**config.mk**
```make
export PLATFORM = sky130hd
export DESIGN_NAME = day_count_to_date_flat
export DESIGN_NICKNAME = d
export VERILOG_FILES = /design/src/dcd_pkg.sv /design/src/dcd_in_if.sv /design/src/dcd_out_if.sv /design/src/day_count_to_date.sv /design/src/flat_wrapper.sv
export SDC_FILE = /design/constraint.sdc
export NUM_CORES = 1
export LEC_CHECK = 0
export ABC_AREA = 1
export BUFFER_PORTS_ARGS = -buffer_cell sky130_fd_sc_hd__buf_2
export CORE_UTILIZATION = 40
export CTS_BUF_LIST = sky130_fd_sc_hd__clkbuf_2
export DETAILED_ROUTE_END_ITERATION = 8
export GPL_TIMING_DRIVEN = 0
export PLACE_DENSITY = 0.66
export SYNTH_ARGS = -nofsm -noshare
export SYNTH_HDL_FRONTEND = slang
export SYNTH_SLANG_ARGS = --single-unit
```
**constraint.sdc**
```tcl
create_clock -name clk -period 8.1 [get_ports clk]
set_input_delay 1.62 -clock clk [delete_from_list [all_inputs] [get_ports clk]]
set_output_delay 1.62 -clock clk [all_outputs]
set_load 0.03 [all_outputs]
```
**src/dcd_pkg.sv**
```systemverilog
// Package for the day count to date converter: widths, reset values,
// sequencer states and the month length table. No dependencies.
`timescale 1ns / 1ps

package dcd_pkg;

  localparam int COUNT_BITS_DEF = 20;
  localparam int YEAR_BITS      = 14;
  localparam int MONTH_BITS     = 4;
  localparam int DAY_BITS       = 5;
  localparam int APB_DATA_BITS  = 32;
  localparam int APB_ADDR_BITS  = 2;

  localparam logic [YEAR_BITS-1:0]     BASE_YEAR_RST = YEAR_BITS'(2000);
  localparam logic [APB_ADDR_BITS-1:0] REG_BASE_YEAR = '0;

  // Days in a common and a leap year, and the century length.
  localparam int DAYS_COMMON  = 365;
  localparam int DAYS_LEAP    = 366;
  localparam int CENTURY      = 100;
  localparam int DIV_STEPS    = 8;   // quotient bits of base_year / 100

  typedef enum logic [2:0] {
    ST_IDLE,
    ST_DIV,
    ST_YEAR,
    ST_MONTH,
    ST_HOLD
  } dcd_state_t;

  // Month index 0 is January.
  function automatic logic [DAY_BITS-1:0] month_len(input logic [MONTH_BITS-1:0] m,
                                                    input logic leap);
    logic [DAY_BITS-1:0] len;
    case (m) inside
      4'd1:                   len = leap ? DAY_BITS'(29) : DAY_BITS'(28);
      4'd3, 4'd5, 4'd8, 4'd10: len = DAY_BITS'(30);
      default:                len = DAY_BITS'(31);
    endcase
    return len;
  endfunction

endpackage

```
**src/dcd_in_if.sv**
```systemverilog
// Input channel of the day count to date converter: valid/ready plus day_count.
// Depends on dcd_pkg.
`timescale 1ns / 1ps

interface dcd_in_if #(
  parameter int COUNT_BITS = dcd_pkg::COUNT_BITS_DEF
);
  import dcd_pkg::*;

  logic                  valid;
  logic                  ready;
  logic [COUNT_BITS-1:0] day_count;

  modport source (output valid, output day_count, input ready);
  modport sink   (input valid, input day_count, output ready);
endinterface

```
**src/dcd_out_if.sv**
```systemverilog
// Result channel of the day count to date converter: valid/ready plus the date.
// Depends on dcd_pkg.
`timescale 1ns / 1ps

interface dcd_out_if;
  import dcd_pkg::*;

  logic                  valid;
  logic                  ready;
  logic [YEAR_BITS-1:0]  year;
  logic [MONTH_BITS-1:0] month;
  logic [DAY_BITS-1:0]   day;

  modport source (output valid, output year, output month, output day, input ready);
  modport sink   (input valid, input year, input month, input day, output ready);
endinterface

```
**src/day_count_to_date.sv**
```systemverilog
// Top level of the day count to date converter: APB register, sequencer and
// the shared subtract/compare unit. Depends on dcd_pkg, dcd_in_if, dcd_out_if.
`timescale 1ns / 1ps

// Converts a day count into the Gregorian date that many days after January 1
// of base_year (APB register at byte address 0, reset 2000). One item at a time:
// an item first splits base_year into century and year-in-century, then
// consumes whole years until the year search ends, then whole months, and
// then loads the result; the sequencer returns to idle before the next
// transfer is taken. Every step goes through a single subtract/compare unit.
// in_if.ready is high only while no item is in progress; a finished date waits
// in the output register and the next item is taken meanwhile.
// The year field is the full year wrapped to 14 bits.
module day_count_to_date #(
  parameter int COUNT_BITS = dcd_pkg::COUNT_BITS_DEF
) (
  input  logic                                 clk,
  input  logic                                 rst_n,
  dcd_in_if.sink                               in_if,
  dcd_out_if.source                            out_if,
  input  logic                                 psel,
  input  logic                                 penable,
  input  logic                                 pwrite,
  input  logic [dcd_pkg::APB_ADDR_BITS-1:0]    paddr,
  input  logic [dcd_pkg::APB_DATA_BITS-1:0]    pwdata,
  output logic [dcd_pkg::APB_DATA_BITS-1:0]    prdata,
  output logic                                 pready
);
  import dcd_pkg::*;

  // Operand width of the shared unit: day count or 100 << 7.
  localparam int AW    = (COUNT_BITS > 15) ? COUNT_BITS : 15;
  localparam int YADD  = (COUNT_BITS - 8 > YEAR_BITS) ? COUNT_BITS - 8 : YEAR_BITS;
  localparam int YW    = YADD + 1;
  localparam int KW    = $clog2(DIV_STEPS);

  // ---------------- configuration register ----------------
  logic [YEAR_BITS-1:0] base_year_r;
  logic                 cfg_wr;

  assign pready = 1'b1;
  assign cfg_wr = psel && penable && pwrite && pready && (paddr == REG_BASE_YEAR);
  assign prdata = (paddr == REG_BASE_YEAR) ? APB_DATA_BITS'(base_year_r) : '0;

  always_ff @(posedge clk) begin
    if (!rst_n) begin
      base_year_r <= BASE_YEAR_RST;
    end else if (cfg_wr) begin
      base_year_r <= pwdata[YEAR_BITS-1:0];
    end
  end

  // ---------------- state and datapath registers ----------------
  dcd_state_t state_r, state_nxt;

  logic [COUNT_BITS-1:0] left_r, left_nxt;
  logic [YW-1:0]         y_r, y_nxt;
  logic [YEAR_BITS-1:0]  rem_r, rem_nxt;   // base_year % 100 after the split, then year % 100
  logic [1:0]            q_r, q_nxt;       // (year / 100) % 4
  logic [KW-1:0]         k_r, k_nxt;
  logic [MONTH_BITS-1:0] m_r, m_nxt;

  logic                  out_valid_r, out_valid_nxt;
  logic [YEAR_BITS-1:0]  out_year_r;
  logic [MONTH_BITS-1:0] out_month_r;
  logic [DAY_BITS-1:0]   out_day_r;

  // ---------------- shared subtract/compare unit ----------------
  logic [AW-1:0] op_a, op_b;
  logic [AW:0]   diff;
  logic          ge;
  logic          leap;
  logic          accept;
  logic          slot_free;
  logic          done;
  logic          load_out;

  assign leap = ((y_r[1:0] == 2'd0) && (rem_r != '0)) || ((rem_r == '0) && (q_r == 2'd0));

  always_comb begin
    case (state_r)
      ST_DIV: begin
        op_a = AW'(rem_r);
        op_b = AW'(CENTURY) << k_r;
      end
      ST_YEAR: begin
        op_a = AW'(left_r);
        op_b = leap ? AW'(DAYS_LEAP) : AW'(DAYS_COMMON);
      end
      default: begin
        op_a = AW'(left_r);
        op_b = AW'(month_len(m_r, leap));
      end
    endcase
  end

  assign diff = {1'b0, op_a} - {1'b0, op_b};
  assign ge   = !diff[AW];

  assign accept    = in_if.valid && in_if.ready;
  assign slot_free = !out_valid_r || out_if.ready;
  assign done      = (state_r == ST_HOLD) || ((state_r == ST_MONTH) && !ge);
  assign load_out  = done && slot_free;

  // ---------------- next state ----------------
  always_comb begin
    state_nxt = state_r;
    unique case (state_r)
      ST_IDLE:  if (accept) state_nxt = ST_DIV;
      ST_DIV:   if (k_r == '0) state_nxt = ST_YEAR;
      ST_YEAR:  if (!ge) state_nxt = ST_MONTH;
      ST_MONTH: if (!ge) state_nxt = slot_free ? ST_IDLE : ST_HOLD;
      ST_HOLD:  if (slot_free) state_nxt = ST_IDLE;
      default:  state_nxt = ST_IDLE;
    endcase
  end

  // ---------------- outputs ----------------
  always_comb begin
    in_if.ready = (state_r == ST_IDLE);
  end

  assign out_if.valid = out_valid_r;
  assign out_if.year  = out_year_r;
  assign out_if.month = out_month_r;
  assign out_if.day   = out_day_r;

  // ---------------- datapath next values ----------------
  always_comb begin
    left_nxt      = left_r;
    y_nxt         = y_r;
    rem_nxt       = rem_r;
    q_nxt         = q_r;
    k_nxt         = k_r;
    m_nxt         = m_r;
    out_valid_nxt = out_valid_r;
    if (out_valid_r && out_if.ready) begin
      out_valid_nxt = 1'b0;
    end
    if (load_out) begin
      out_valid_nxt = 1'b1;
    end

    case (state_r)
      ST_IDLE: begin
        if (accept) begin
          left_nxt = in_if.day_count;
          y_nxt    = YW'(base_year_r);
          rem_nxt  = base_year_r;
          q_nxt    = 2'd0;
          k_nxt    = KW'(DIV_STEPS - 1);
          m_nxt    = '0;
        end
      end
      ST_DIV: begin
        // restoring division by 100, keep only the low two quotient bits
        if (ge) begin
          rem_nxt = diff[YEAR_BITS-1:0];
        end
        q_nxt = {q_r[0], ge};
        k_nxt = k_r - KW'(1);
      end
      ST_YEAR, ST_MONTH: begin
        if (ge) begin
          left_nxt = diff[COUNT_BITS-1:0];
          if (state_r == ST_MONTH && m_r != MONTH_BITS'(11)) begin
            m_nxt = m_r + MONTH_BITS'(1);
          end else begin
            // advance one year, wrapping December to January
            m_nxt = '0;
            y_nxt = y_r + YW'(1);
            if (rem_r == YEAR_BITS'(CENTURY - 1)) begin
              rem_nxt = '0;
              q_nxt   = q_r + 2'd1;
            end else begin
              rem_nxt = rem_r + YEAR_BITS'(1);
            end
          end
        end
      end
      default: ;
    endcase
  end

  always_ff @(posedge clk) begin
    if (!rst_n) begin
      state_r     <= ST_IDLE;
      out_valid_r <= 1'b0;
    end else begin
      state_r     <= state_nxt;
      out_valid_r <= out_valid_nxt;
    end
  end

  always_ff @(posedge clk) begin
    left_r <= left_nxt;
    y_r    <= y_nxt;
    rem_r  <= rem_nxt;
    q_r    <= q_nxt;
    k_r    <= k_nxt;
    m_r    <= m_nxt;
    if (load_out) begin
      out_year_r  <= y_r[YEAR_BITS-1:0];
      out_month_r <= m_r + MONTH_BITS'(1);
      out_day_r   <= left_r[DAY_BITS-1:0] + DAY_BITS'(1);
    end
  end

  // ---------------- assertions ----------------
  a_century_range: assert property (@(posedge clk) disable iff (!rst_n)
    (state_r == ST_YEAR || state_r == ST_MONTH) |-> rem_r < YEAR_BITS'(CENTURY))
    else $error("year-in-century counter out of range");

  a_month_range: assert property (@(posedge clk) disable iff (!rst_n)
    (state_r != ST_IDLE) |-> m_r < MONTH_BITS'(12))
    else $error("month index out of range");

  a_day_fits: assert property (@(posedge clk) disable iff (!rst_n)
    load_out |-> left_r < COUNT_BITS'(31))
    else $error("remaining days exceed a month at completion");

  a_start: assert property (@(posedge clk) disable iff (!rst_n)
    accept |=> state_r == ST_DIV)
    else $error("accepted transfer did not start the sequencer");

  a_no_overwrite: assert property (@(posedge clk) disable iff (!rst_n)
    (out_valid_r && !out_if.ready) |=> $stable(out_year_r) && $stable(out_day_r))
    else $error("pending result overwritten");

endmodule
```
**src/flat_wrapper.sv**
```systemverilog
// flat-port wrapper written by rule: the top's interface ports become plain ports
module day_count_to_date_flat import dcd_pkg::*;
#(
  parameter int COUNT_BITS = dcd_pkg::COUNT_BITS_DEF
)
  (clk, rst_n, psel, penable, pwrite, paddr, pwdata, prdata, pready, in_if_valid, in_if_day_count, in_if_ready, out_if_valid, out_if_year, out_if_month, out_if_day, out_if_ready);
  dcd_in_if #(.COUNT_BITS(COUNT_BITS)) in_if_i ();
  dcd_out_if out_if_i ();
  input  logic clk;
  input  logic rst_n;
  input  logic psel;
  input  logic penable;
  input  logic pwrite;
  input  logic [dcd_pkg::APB_ADDR_BITS-1:0] paddr;
  input  logic [dcd_pkg::APB_DATA_BITS-1:0] pwdata;
  output logic [dcd_pkg::APB_DATA_BITS-1:0] prdata;
  output logic pready;
  input wire logic [$bits(in_if_i.valid)-1:0] in_if_valid;
  input wire logic [$bits(in_if_i.day_count)-1:0] in_if_day_count;
  output wire logic [$bits(in_if_i.ready)-1:0] in_if_ready;
  output wire logic [$bits(out_if_i.valid)-1:0] out_if_valid;
  output wire logic [$bits(out_if_i.year)-1:0] out_if_year;
  output wire logic [$bits(out_if_i.month)-1:0] out_if_month;
  output wire logic [$bits(out_if_i.day)-1:0] out_if_day;
  input wire logic [$bits(out_if_i.ready)-1:0] out_if_ready;
  assign in_if_i.valid = in_if_valid;
  assign in_if_i.day_count = in_if_day_count;
  assign in_if_ready = in_if_i.ready;
  assign out_if_valid = out_if_i.valid;
  assign out_if_year = out_if_i.year;
  assign out_if_month = out_if_i.month;
  assign out_if_day = out_if_i.day;
  assign out_if_i.ready = out_if_ready;
  day_count_to_date #(.COUNT_BITS(COUNT_BITS)) u_core (.clk(clk), .rst_n(rst_n), .in_if(in_if_i), .out_if(out_if_i), .psel(psel), .penable(penable), .pwrite(pwrite), .paddr(paddr), .pwdata(pwdata), .prdata(prdata), .pready(pready));
endmodule
```
After elaboration in Yosys (flattened, before gate mapping) --
Cells that the tools add are included. Widths: inputs -> output; s select.
Storage, ports and cells: register bits 99, bits of input ports 61, output and inout port bits 58, word-level logic and storage cells 114
Cells by class: add/subtract/negate cells 7, eq/ne operators 20, shift-type cells 1, mux-type cells 40, reductions and logical operators 34
Operators by type and width (count):
- $mux 14 | 6
- $pmux 20 s2 | 2
- $mux 20 | 3
- $mux 15 | 3
- $pmux 14 s3 | 1
- $pmux 15 s2 | 1
- $mux 3 | 7
- $sub 20x20->21 | 1
- $shl 7x3->20 const A | 1
- $add 15x1->15 const B | 1
- $pmux 3 s5 | 1
- $reduce_and 5->1 | 3
- $add 14x1->14 const B | 1
- $eq 14x7->1 const B | 1
- $logic_not 14->1 | 1
- $reduce_bool 14->1 | 1
- $mux 4 | 3
- $logic_and 1x1->1 | 10
- $mux 2 | 5
- $ne 2x1->1 const B | 5
- $eq 4x4->1 const B | 2
- $ne 2x2->1 const B | 4
- $pmux 4 s2 | 1
- $eq 3x2->1 const B | 2
- other kinds (25) | 36

Logic depth before layout (Yosys ltp) --
Gate-level depths: netlist (run 1).
word-level depth 11, gate-level depth with buffers 22, gate-level depth less buffers 22

Worst setup path before layout (run 1) --
OpenSTA, ideal clock, no wires.
path type input -> output, from input port paddr[1] (netlist name), to output port prdata[10] (netlist name), arrival time 2.437 ns, data required time 6.480 ns, setup slack 4.043 ns, stages 4, buffers on the path 1, cell sequence nor2_1 -> inv_1 -> clkbuf_1 -> nor2_1
Between the ends: longest elaborated chain between the ends 2
Ends and longest elaborated chain:
- from (decl) | line flat_wrapper.sv:14 | input logic [dcd_pkg::APB_ADDR_BITS-1:0] paddr;
- $logic_not 2->1 | line day_count_to_date.sv:43 | assign prdata = (paddr == REG_BASE_YEAR) ? APB_DATA_BITS'(base_year_r) : '0;
- $mux 14 | line day_count_to_date.sv:43
- to (decl) | line flat_wrapper.sv:16 | output logic [dcd_pkg::APB_DATA_BITS-1:0] prdata;
Every way passes these cells.

Worst setup path after layout (run 1) --
from register u_core.state_r[2], to register u_core.left_r[18] (enable)
Between the ends: longest elaborated chain between the ends 5, elaborated cells between the ends (all ways) 13, classes of those cells add/sub: 1; eq/ne: 5; mux: 2; reduce/logical: 5
Ends and longest elaborated chain:
- from (decl) | line day_count_to_date.sv:54 | dcd_state_t state_r, state_nxt;
- from (signal assigned) | line day_count_to_date.sv:190 | state_r <= state_nxt;
- $eq 3x2->1 or $eq 3x1->1 (tied branches) | line day_count_to_date.sv:81, day_count_to_date.sv:144
- $pmux 20 s2 or $mux 20 (tied branches) | line day_count_to_date.sv:81 | case (state_r)
- $sub 20x20->21 | line day_count_to_date.sv:97 | assign diff = {1'b0, op_a} - {1'b0, op_b};
- $ne 2x2->1 (no source line)
- $reduce_and 3->1 (no source line) *
- to (signal assigned) | line day_count_to_date.sv:196 | left_r <= left_nxt;
- to (decl) | line day_count_to_date.sv:56 | logic [COUNT_BITS-1:0] left_r, left_nxt;
Every way passes the cells marked *; elsewhere a longest branch is shown, timed or not. A chain may end at the register's enable or synchronous reset.

==> results of run 1 <==
==> sequential cells by signal, summed over array words and instances (netlist names), 4 cells and up <==
signal	flops
u_core.out_if.month	4
u_core.base_year_r	14
u_core.rem_r	14
u_core.m_r	4
u_core.out_if.year	14
u_core.y_r	14
u_core.left_r	20
u_core.out_if.day	5
==> per-layer routing <==
layer  track usage  routed length (µm)  vias up
met2        0.3340                7090      168
met5             0                   0        -
met4       0.07229                 387        0
met3       0.05480                1099       26
li1              -                   -     2717
met1        0.2669                7189     2389
==> worst min-delay path by stage <==
stage,end,cells after the start,from
after global placement,u_core.out_if.year[13],0,u_core.y_r[13]
final,u_core.base_year_r[12],2,u_core.base_year_r[12]
after detailed placement,u_core.out_if.year[13],0,u_core.y_r[13]
after floorplan,u_core.out_if.year[13],0,u_core.y_r[13]
after CTS,u_core.base_year_r[12],2,u_core.base_year_r[12]
after global routing,u_core.base_year_r[11],2,u_core.base_year_r[11]
==> worst max-delay path: stages (launching register included) <==
cell,delay (ns)
dfxtp_1,0.56
inv_2,0.10
nand2_4,0.19
buf_6,0.18
clkbuf_1,0.38
o21ai_0,0.15
ha_1,0.25
fa_1,0.40
nand3b_1,0.18
nand2_1,0.18
nand2_1,0.08
nand3_1,0.16
nand2_1,0.09
nand2_2,0.18
nor2_1,0.09
inv_1,0.08
nand3b_1,0.10
inv_1,0.77
==> logic make-up (layout without fill, tap and decap cells) <==
group | count (synthesis) | count (layout) | share of synthesized area
buffers and inverters | 146 | 246 | 0.1028
flip-flops | 98 | 98 | 0.4503
adder cells (fa/ha/maj) | 30 | 30 | 0.06241
other | 2 | 20 | 0.001224
XOR/XNOR | 22 | 22 | 0.03141
AO/OA/AOI/OAI | 125 | 125 | 0.1136
AND/OR/NAND/NOR | 341 | 341 | 0.2382
==> stage by stage <==
| step | cells | hold WS (ns) | worst slack, ns |
|---|---|---|---|
| 4_1_cts | 1064 | 0.5071 | 3.354 |
| 2_1_floorplan | 781 | 0.4441 | 4.043 |
| 3_3_place_gp | 1046 | 0.4676 | 2.899 |
| 6_report | 1066 | 0.5074 | 3.603 |
| 3_5_place_dp | 1048 | 0.4682 | 3.452 |
| 5_1_grt | 1066 | 0.5503 | 3.209 |
==> layout make-up <==
class                   instances  area (µm²)
plain buffers                  39       229.0
repair buffers                 84       439.2
clock inverters                 6       56.30
clock buffers                  10       50.05
flip-flops and latches         98        2763
diodes                          1       2.502
well taps                     184       230.2
inverters                     107       401.6
multi-input cells             537        2813
fillers                      1496        7770
==> power groups by stage <==
stage	logic, mW	clock network [mW]	registers [mW]
global placement	1.66	0	0.924
global route	1.92	0.266	0.933
detailed placement	1.68	0	0.926
floorplan	1.24	0	0.893
CTS	1.69	0.243	0.913
finish	1.71	0.237	0.913
==> cells in the final DEF, fill, tap and decap left out, types with 2 or more instances in the layout <==
cell        n
nand3_1    51
o21ai_1     3
nand4_1    10
conb_1     19
buf_2      84
o21ai_2     2
nor2_1     61
a21oi_1    32
o211ai_1   13
clkinv_2    2
nand2_1   192
o221ai_1    2
nand3b_1    6
o22ai_1     2
dfxtp_1    18
o21bai_1    3
xnor2_1     9
edfxtp_1   80
buf_6       2
clkinv_1    2
clkbuf_2   10
xor2_1     13
nor2_2      2
o21ai_0    63
ha_1       29
or2_2       3
nor3_1      5
inv_2       6
inv_1     101
nor3_2      2
clkbuf_1   15
nand2_2     4
buf_4      20
==> metrics.csv, run 1 <==
metric,value,unit
Final Setup Violations,0,
CTS tree,yes,
total design power,2.858,mW
most numerous cell in the Yosys netlist,nand2_1,
RD Place Congestion,0.9011,
Setup Buffers After CTS,0,
R2R depth,17,
Worst Skew,0.03272,ns
register area share after synthesis,0.4503,
Via density,4.972,
number of max-cap violations,0,
cell internal pwr,1.428,mW
nets@finish,967,
synth unique cells,42,
# hold bufs at CTS,0,
Post-DRT Antenna Nets,0,
Synth top cells by count,"nand2_1 (192), inv_1 (101), edfxtp_1 (80)",
Gate Count Post-Synth,764,
Root Driver,clkbuf_2,
Leak,3.316,nW
Die Wd,125.8,µm
Cell Rows,44,
R2R Path Start,u_core.state_r[2],
Post-DP HPWL,12.19,mm
asr flop ratio synth,0,
GRT overflow,0,
CTS resizes,0,
reg2reg setup slack,3.60,ns
Die H,125.8,µm
Critical Path Source Type,flip-flop,
"Reg clk slew, reported paths",0.25,ns
kind of critical path,flip-flop to flip-flop,
f_max,222.4,MHz
Via Count,5300,
H-tree Lvls,3,
Sw Share,0.5002,
"top cells by area, synth","edfxtp_1 (39%), nand2_1 (12%), inv_1 (6.2%), ha_1 (5.9%), dfxtp_1 (5.9%)",
Logic pwr share,0.597,
sequential power share,0.319,
power share of the clock group,0.083,
final wirelength,15.77,mm
synthesized area,6135,µm²
Fin. Hold Viols,0,
RSZ-0062 raised after global routing,false,
Top Ports,119,
first-pass GRT wire length,25.01,mm
share of layout cells above drive strength 1,0.1635,
crit share post-route,0.5552,
synth-to-layout area growth,13.85,%
Yosys top cell area share,0.3916,
dpl cell area,6868,µm²
Yosys reg bits,98,
Cell Pwr Density,409.1,nW/µm²
DR DRC count,0,
Worst EP arrival,4.74,ns
vias in the first global route,4947,
"Slew Viols, Final",0,
Max VDD drop,0.1761,mV
Crit path required time,8.34,ns
worst slew pin tran,1.039,ns
Iter 0 DRT Violations,385,
Worst setup EP type,flip-flop,
post-route setup TNS,0,ns
1st-pass router iterations,5,
crit path capture,u_core.left_r[18],
Core Area,14750,µm²
Tmin final,4.497,ns
Initial Util,0.4158,
initial antenna violation count,1,
Final Cell Area,6984,µm²
CTS sink cnt,98,
ys flop type,edfxtp_1,
Clock Latency Late Sink,0.61,ns
outcome,"finished, final reports clean",
Synth Warn #,0,
Num CTS Buffers,9,
CTS max path bufs,2,
number of port buffers,81,
hold crit path type,flip-flop to flip-flop,
reg2reg end,u_core.left_r[18],
Relative slew margins,0.3067,
Avg Inst Size Synth,8.030,µm²
Die Footprint,15840,µm²
P_sw,1.429,mW
number of flops mapped to enable cells by yosys,80,
leading area contributor after synthesis,edfxtp_1,
CP max FO,24,
WL/cell,14.79,µm
All-Layer GR Usage,0.2064,
largest net degree at the start of global routing,25,
critical path startpoint,u_core.state_r[2],
Layout Utilization,0.4734,
No activity file was read; power rests on OpenSTA's default activity.
==> run 2: changes to the inputs <==
--- a/config.mk
+++ b/config.mk
@@ -11,7 +11,7 @@
 export CTS_BUF_LIST = sky130_fd_sc_hd__clkbuf_2
 export DETAILED_ROUTE_END_ITERATION = 8
 export GPL_TIMING_DRIVEN = 0
-export PLACE_DENSITY = 0.66
+export PLACE_DENSITY = 0.68
 export SYNTH_ARGS = -nofsm -noshare
 export SYNTH_HDL_FRONTEND = slang
 export SYNTH_SLANG_ARGS = --single-unit
==> constraint.sdc (replaced) <==
create_clock -name clk -period 3.9 [get_ports clk]
set_input_delay 0.78 -clock clk [delete_from_list [all_inputs] [get_ports clk]]
set_output_delay 0.78 -clock clk [all_outputs]
set_load 0.03 [all_outputs]
==> run 2 against run 1 <==
Effect of this change: cell count grew 1.7%; global-route usage is 0.40 points higher; sequential cell count unchanged; clock skew shrank 0.0067 ns; hold slack worse by 0.15 ns; sequential power increased by 110%; total power increased by 120%; critical endpoint is now u_core.y_r[4]; highest routed layer unchanged.
==> metrics.csv, run 2 (synthesis gave the netlist of run 1 again) <==
metric,value,unit
outcome,"finished, final reports clean",
"most used cell, CP",nand2_2,
crit-path leading delay family,simple AND/OR/NAND/NOR gates,
CTS tree,yes,
Die Footprint,15840,µm²
Top Ports,119,
Crit path required time,4.27,ns
Final Setup Violations,0,
share of layout cells above drive strength 1,0.2004,
most frequent cells in the layout,"nand2_1 (189), inv_1 (98), buf_2 (84)",
initial antenna violation count,2,
CTS max path bufs,2,
largest reg by FF count,u_core.left_r,
Layout Utilization,0.4893,
Core Area,14750,µm²
post-place setup slack,-0.6751,ns
RD Place Congestion,0.9897,
CP max FO,7,
final wirelength,16.50,mm
"slowest stage delay, CP",0.46,ns
Tmin final,3.690,ns
Final Cell Area,7219,µm²
Logic pwr share,0.628,
# hold bufs at CTS,0,
Relative slew margins,0.5013,
Post-DP HPWL,12.34,mm
Bufs and invs on worst path,4,
kind of critical path,flip-flop to flip-flop,
dpl cell area,6857,µm²
Post-DRT Antenna Nets,0,
"Reg clk slew, reported paths",0.25,ns
power share of the clock group,0.069,
total design power,6.251,mW
Max VDD drop,0.4085,mV
sequential power share,0.303,
worst slew pin tran,0.7480,ns
Fin. Hold Viols,0,
Root Driver,clkbuf_2,
Iter 0 DRT Violations,462,
"Slowest-stage cell, CP",edfxtp_1,
P_sw,3.104,mW
Num CTS Buffers,9,
vias in the first global route,4966,
number of max-cap violations,0,
crit share post-route,0.9462,
DR DRC count,0,
synth-to-layout area growth,17.68,%
Worst setup EP type,flip-flop,
Via density,5.060,
"Slew Viols, Final",0,
CTS sink cnt,98,
hold crit path type,primary input to flip-flop,
WL/cell,15.22,µm
"commonest non-fill, non-tap cell in the layout",nand2_1,
Die H,125.8,µm
f_max,271.0,MHz
final worst slack,0.2097,ns
Die Wd,125.8,µm
All-Layer GR Usage,0.2104,
GRT overflow,0,
nets@finish,984,
Cell Rows,44,
Cell Pwr Density,865.9,nW/µm²
cells along the critical path,"inv_1, nand2_1, nor3_2, nand2_2, nor4_4, nor2_2, o21ai_1, o21ai_1, ha_2, fa_2, nand3b_1, nand2_2, nand2_1, nand3_2, nand2_2, nand2_4, nor2_2, inv_2, nand3b_1, buf_6, nor2_4, clkbuf_16",
cell internal pwr,3.147,mW
number of port buffers,81,
Leak,3.421,nW
Clock Latency Late Sink,0.62,ns
RSZ-0062 raised after global routing,false,
Sw Share,0.4966,
1st-pass router iterations,5,
H-tree Lvls,3,
first-pass GRT wire length,25.37,mm
Worst EP arrival,4.06,ns
Via Count,5485,
max reg flops,20,
Worst Skew,0.02597,ns
Critical Path Source Type,flip-flop,
Initial Util,0.4158,
largest net degree at the start of global routing,16,
[run 2: changes by cell type in the layout (fill, tap and decap cells not counted), sizes merged]
cell / previous run / this run
inv: 108 / 106
clkbuf: 25 / 28
clkinvlp: 0 / 3
buf: 108 / 123
bufinv: 1 / 0
diode: 1 / 2
clkinv: 4 / 3
[run 2: path summary, 6_finish.rpt]
kind | endpoint | from | cells after the start | slack, ns
setup / recovery | u_core.y_r[4] | u_core.rem_r[9] | 22 | 0.21
hold reg to reg | u_core.base_year_r[12] | u_core.base_year_r[12] | 2 | 0.51
setup reg to reg | u_core.y_r[4] | u_core.rem_r[9] | 22 | 0.21
hold / removal | u_core.base_year_r[10] | pwdata[10] | 3 | 0.36
[run 2: power by group through the flow]
| stage | logic (mW) | clock network [mW] | registers, mW |
|---|---|---|---|
| after floorplan | 2.59 | 0 | 1.85 |
| after global placement | 3.44 | 0 | 1.92 |
| after detailed placement | 3.47 | 0 | 1.93 |
| after CTS | 3.67 | 0.440 | 1.89 |
| after global routing | 4.38 | 0.480 | 1.93 |
| final | 3.93 | 0.432 | 1.89 |
[run 2: final cells by class]
type | count | area, µm²
Antenna cell | 2 | 5.005
Inverter | 107 | 405.4
Fill cell | 1480 | 7535
Clock buffer | 12 | 60.06
Tap cell | 184 | 230.2
Buffer | 39 | 234.0
Timing Repair Buffer | 100 | 614.3
Clock inverter | 4 | 21.27
Sequential cell | 98 | 2763
Multi-Input combinational cell | 537 | 2879
Timing Repair inverter | 1 | 7.507
[run 2: repair_timing]
| action | CTS | global route |
|---|---|---|
| gates resized for setup | 7 | 23 |
| cloned | 1 | 1 |
| buffers inserted | 8 | 9 |
| pin swaps | 3 | 7 |
| endpoints found under the setup margin | 66 | 79 |
[run 2: worst reg2reg max path: cells and delay by family (launching register included)]
family / cells / cell delay, ns
and+or+nand+nor: 14 / 1.65
buffers and inverters: 4 / 0.57
adders and majority gates: 2 / 0.55
DFF: 1 / 0.46
AOI/OAI and AO/OA: 2 / 0.21
[run 2: metal layers]
metal  track usage  wire (µm)  vias to the layer above
li1              -          -                     2744
met1        0.2800       7530                     2529
met2        0.3317       7538                      183
met3       0.05055       1037                       29
met4       0.08079        396                        0
met5             0          0                        -
[run 2: through the flow]
stage,instances,hold WS [ns],TNS [ns]
floorplan,781,0.4441,0
global placement,1046,0.4607,-52.63
detailed placement,1047,0.4659,-30.02
CTS,1072,0.3259,0
global route,1084,0.2943,0
finish,1084,0.3573,0
==> run 3: changes to the inputs <==
--- a/config.mk
+++ b/config.mk
@@ -10,8 +10,8 @@
 export CORE_UTILIZATION = 40
 export CTS_BUF_LIST = sky130_fd_sc_hd__clkbuf_2
 export DETAILED_ROUTE_END_ITERATION = 8
-export GPL_TIMING_DRIVEN = 0
-export PLACE_DENSITY = 0.68
+export GPL_TIMING_DRIVEN = 1
+export PLACE_DENSITY_LB_ADDON = 0.12
 export SYNTH_ARGS = -nofsm -noshare
 export SYNTH_HDL_FRONTEND = slang
 export SYNTH_SLANG_ARGS = --single-unit
==> run 3 against run 2 <==
Effect of this change: cell count shrank 3.9%; die area stayed put; wire length is 8.9% lower; largest power group unchanged.
==> metrics.csv, run 3 (synthesis gave the netlist of run 1 again) <==
metric,value,unit
Non-Filler Instances,1042,
worst slew pin tran,0.5234,ns
number of max-cap violations,0,
final worst slack,0.2546,ns
Via density,5.033,
Die Wd,125.8,µm
"commonest non-fill, non-tap cell in the layout",nand2_1,
Tmin final,3.645,ns
Crit path required time,4.28,ns
Root Driver,clkbuf_2,
Clock Latency Late Sink,0.63,ns
first-pass GRT wire length,23.98,mm
"Reg clk slew, reported paths",0.29,ns
All-Layer GR Usage,0.1922,
hold crit path type,primary input to flip-flop,
Worst Skew,0.03515,ns
Cell Rows,44,
most frequent cells in the layout,"nand2_1 (191), inv_1 (99), buf_2 (81)",
H-tree Lvls,3,
number of fill cells,1487,
kind of critical path,flip-flop to flip-flop,
largest net degree at the start of global routing,40,
Worst setup EP type,flip-flop,
Die H,125.8,µm
post-place setup slack,0.3054,ns
hold slack,0.3474,ns
Post-DRT Antenna Nets,0,
Max VDD drop,0.3492,mV
crit share post-route,0.9347,
Fin. Hold Viols,0,
Via Count,5244,
initial antenna violation count,1,
max reg flops,20,
vias in the first global route,4950,
"Slowest-stage cell, CP",edfxtp_1,
hold path cells,3,
Cell Pwr Density,878.5,nW/µm²
synth-to-layout area growth,14.20,%
nets@finish,943,
Die Footprint,15840,µm²
CTS sink cnt,98,
CTS max path bufs,2,
"slowest stage delay, CP",0.52,ns
"Slew Viols, Final",0,
Iter 0 DRT Violations,297,
Final Setup Violations,0,
hold endpoint,u_core.base_year_r[10],
CP max FO,7,
Initial Util,0.4158,
number of port buffers,81,
share of layout cells above drive strength 1,0.1704,
DR DRC count,0,
total design power,6.154,mW
worst hold start,pwdata[10],
1st-pass router iterations,5,
cells along the critical path,"inv_2, nand2_1, nor3_2, nand2_2, nor4_4, nor2_2, o21ai_1, o21ai_1, ha_1, fa_2, nand3b_1, nand2_1, nand2_1, nand3_2, nand2_1, nand2_2, buf_4, o21ai_0, nor3_2, buf_4, buf_12",
GRT overflow,0,
Relative slew margins,0.6507,
post-route setup TNS,0,ns
CTS tree,yes,
largest reg by FF count,u_core.left_r,
reg2reg setup slack,0.25,ns
Post-DP HPWL,11.32,mm
Bufs and invs on worst path,4,
final wirelength,15.04,mm
WL/cell,14.43,µm
R2R Path Start,u_core.rem_r[9],
RD Place Congestion,0.8758,
outcome,"finished, final reports clean",
Core Area,14750,µm²
crit-path leading delay family,simple AND/OR/NAND/NOR gates,
Top Ports,119,
reg2reg end,u_core.rem_r[3],
Num CTS Buffers,9,
"most used cell, CP",nand2_1,
R2R depth,21,
Cells after DPL,1022,
Worst EP arrival,4.02,ns
f_max,274.3,MHz
Leak,3.296,nW
Critical Path Source Type,flip-flop,
==> run 3: per-layer routing <==
metal  vias up  wire (µm)  GRT usage
li1       2659          -          -
met1      2421       7083     0.2536
met2       146       7066     0.3206
met3        18        634    0.02506
met4         0        255    0.07654
met5         -          0          0
==> run 3: final cells by class <==
class,count,area [µm²],area share
Inverter,107,401.6,0.05733
Multi-Input combinational cell,537,2848,0.4065
Tap cell,184,230.2,0.03286
Sequential cell,98,2763,0.3944
Clock buffer,10,50.05,0.007144
Antenna cell,1,2.502,0.0003572
Timing Repair Buffer,99,620.6,0.08859
Clock inverter,6,90.09,0.01286
==> run 3: worst register-to-register path, cell delays in order (launching register included) <==
cell	delay, ns
edfxtp_1	0.52
inv_2	0.10
nand2_1	0.06
nor3_2	0.12
nand2_2	0.12
nor4_4	0.29
nor2_2	0.08
o21ai_1	0.11
o21ai_1	0.08
ha_1	0.22
fa_2	0.36
nand3b_1	0.16
nand2_1	0.11
nand2_1	0.08
nand3_2	0.08
nand2_1	0.07
nand2_2	0.08
buf_4	0.13
o21ai_0	0.09
nor3_2	0.21
buf_4	0.18
buf_12	0.13
==> run 3: through the flow <==
step | instance area [µm²] | utilization
6_report | 7005 | 0.4748
3_3_place_gp | 6788 | 0.4601
3_5_place_dp | 6788 | 0.4601
5_1_grt | 7005 | 0.4748
2_1_floorplan | 6203 | -
4_1_cts | 6928 | 0.4696
==> run 3: power breakdown <==
group / total (mW) / internal, mW / switching (mW)
registers: 1.89 / 1.65 / 0.237
logic: 3.68 / 1.31 / 2.37
clock network: 0.586 / 0.218 / 0.368
==> run 3: worst max-delay path by stage <==
stage / to / startpoint / slack [ns] / depth (start not counted)
detailed placement: u_core.rem_r[13] / u_core.rem_r[9] / 0.31 / 20
floorplan: u_core.out_if.day[0] / u_core.m_r[0] / 0.19 / 18
CTS: u_core.rem_r[5] / u_core.rem_r[9] / 0.24 / 20
global route: u_core.rem_r[1] / u_core.rem_r[8] / -0.03 / 21
global placement: u_core.rem_r[13] / u_core.rem_r[8] / 0.37 / 20
finish: u_core.rem_r[3] / u_core.rem_r[9] / 0.25 / 21
==> run 3: timing repair <==
action / in CTS / in global routing
endpoints found under the setup margin: 0 / 54
resized for setup: 0 / 12
setup buffers: 0 / 2
hold buffers: 0 / 0
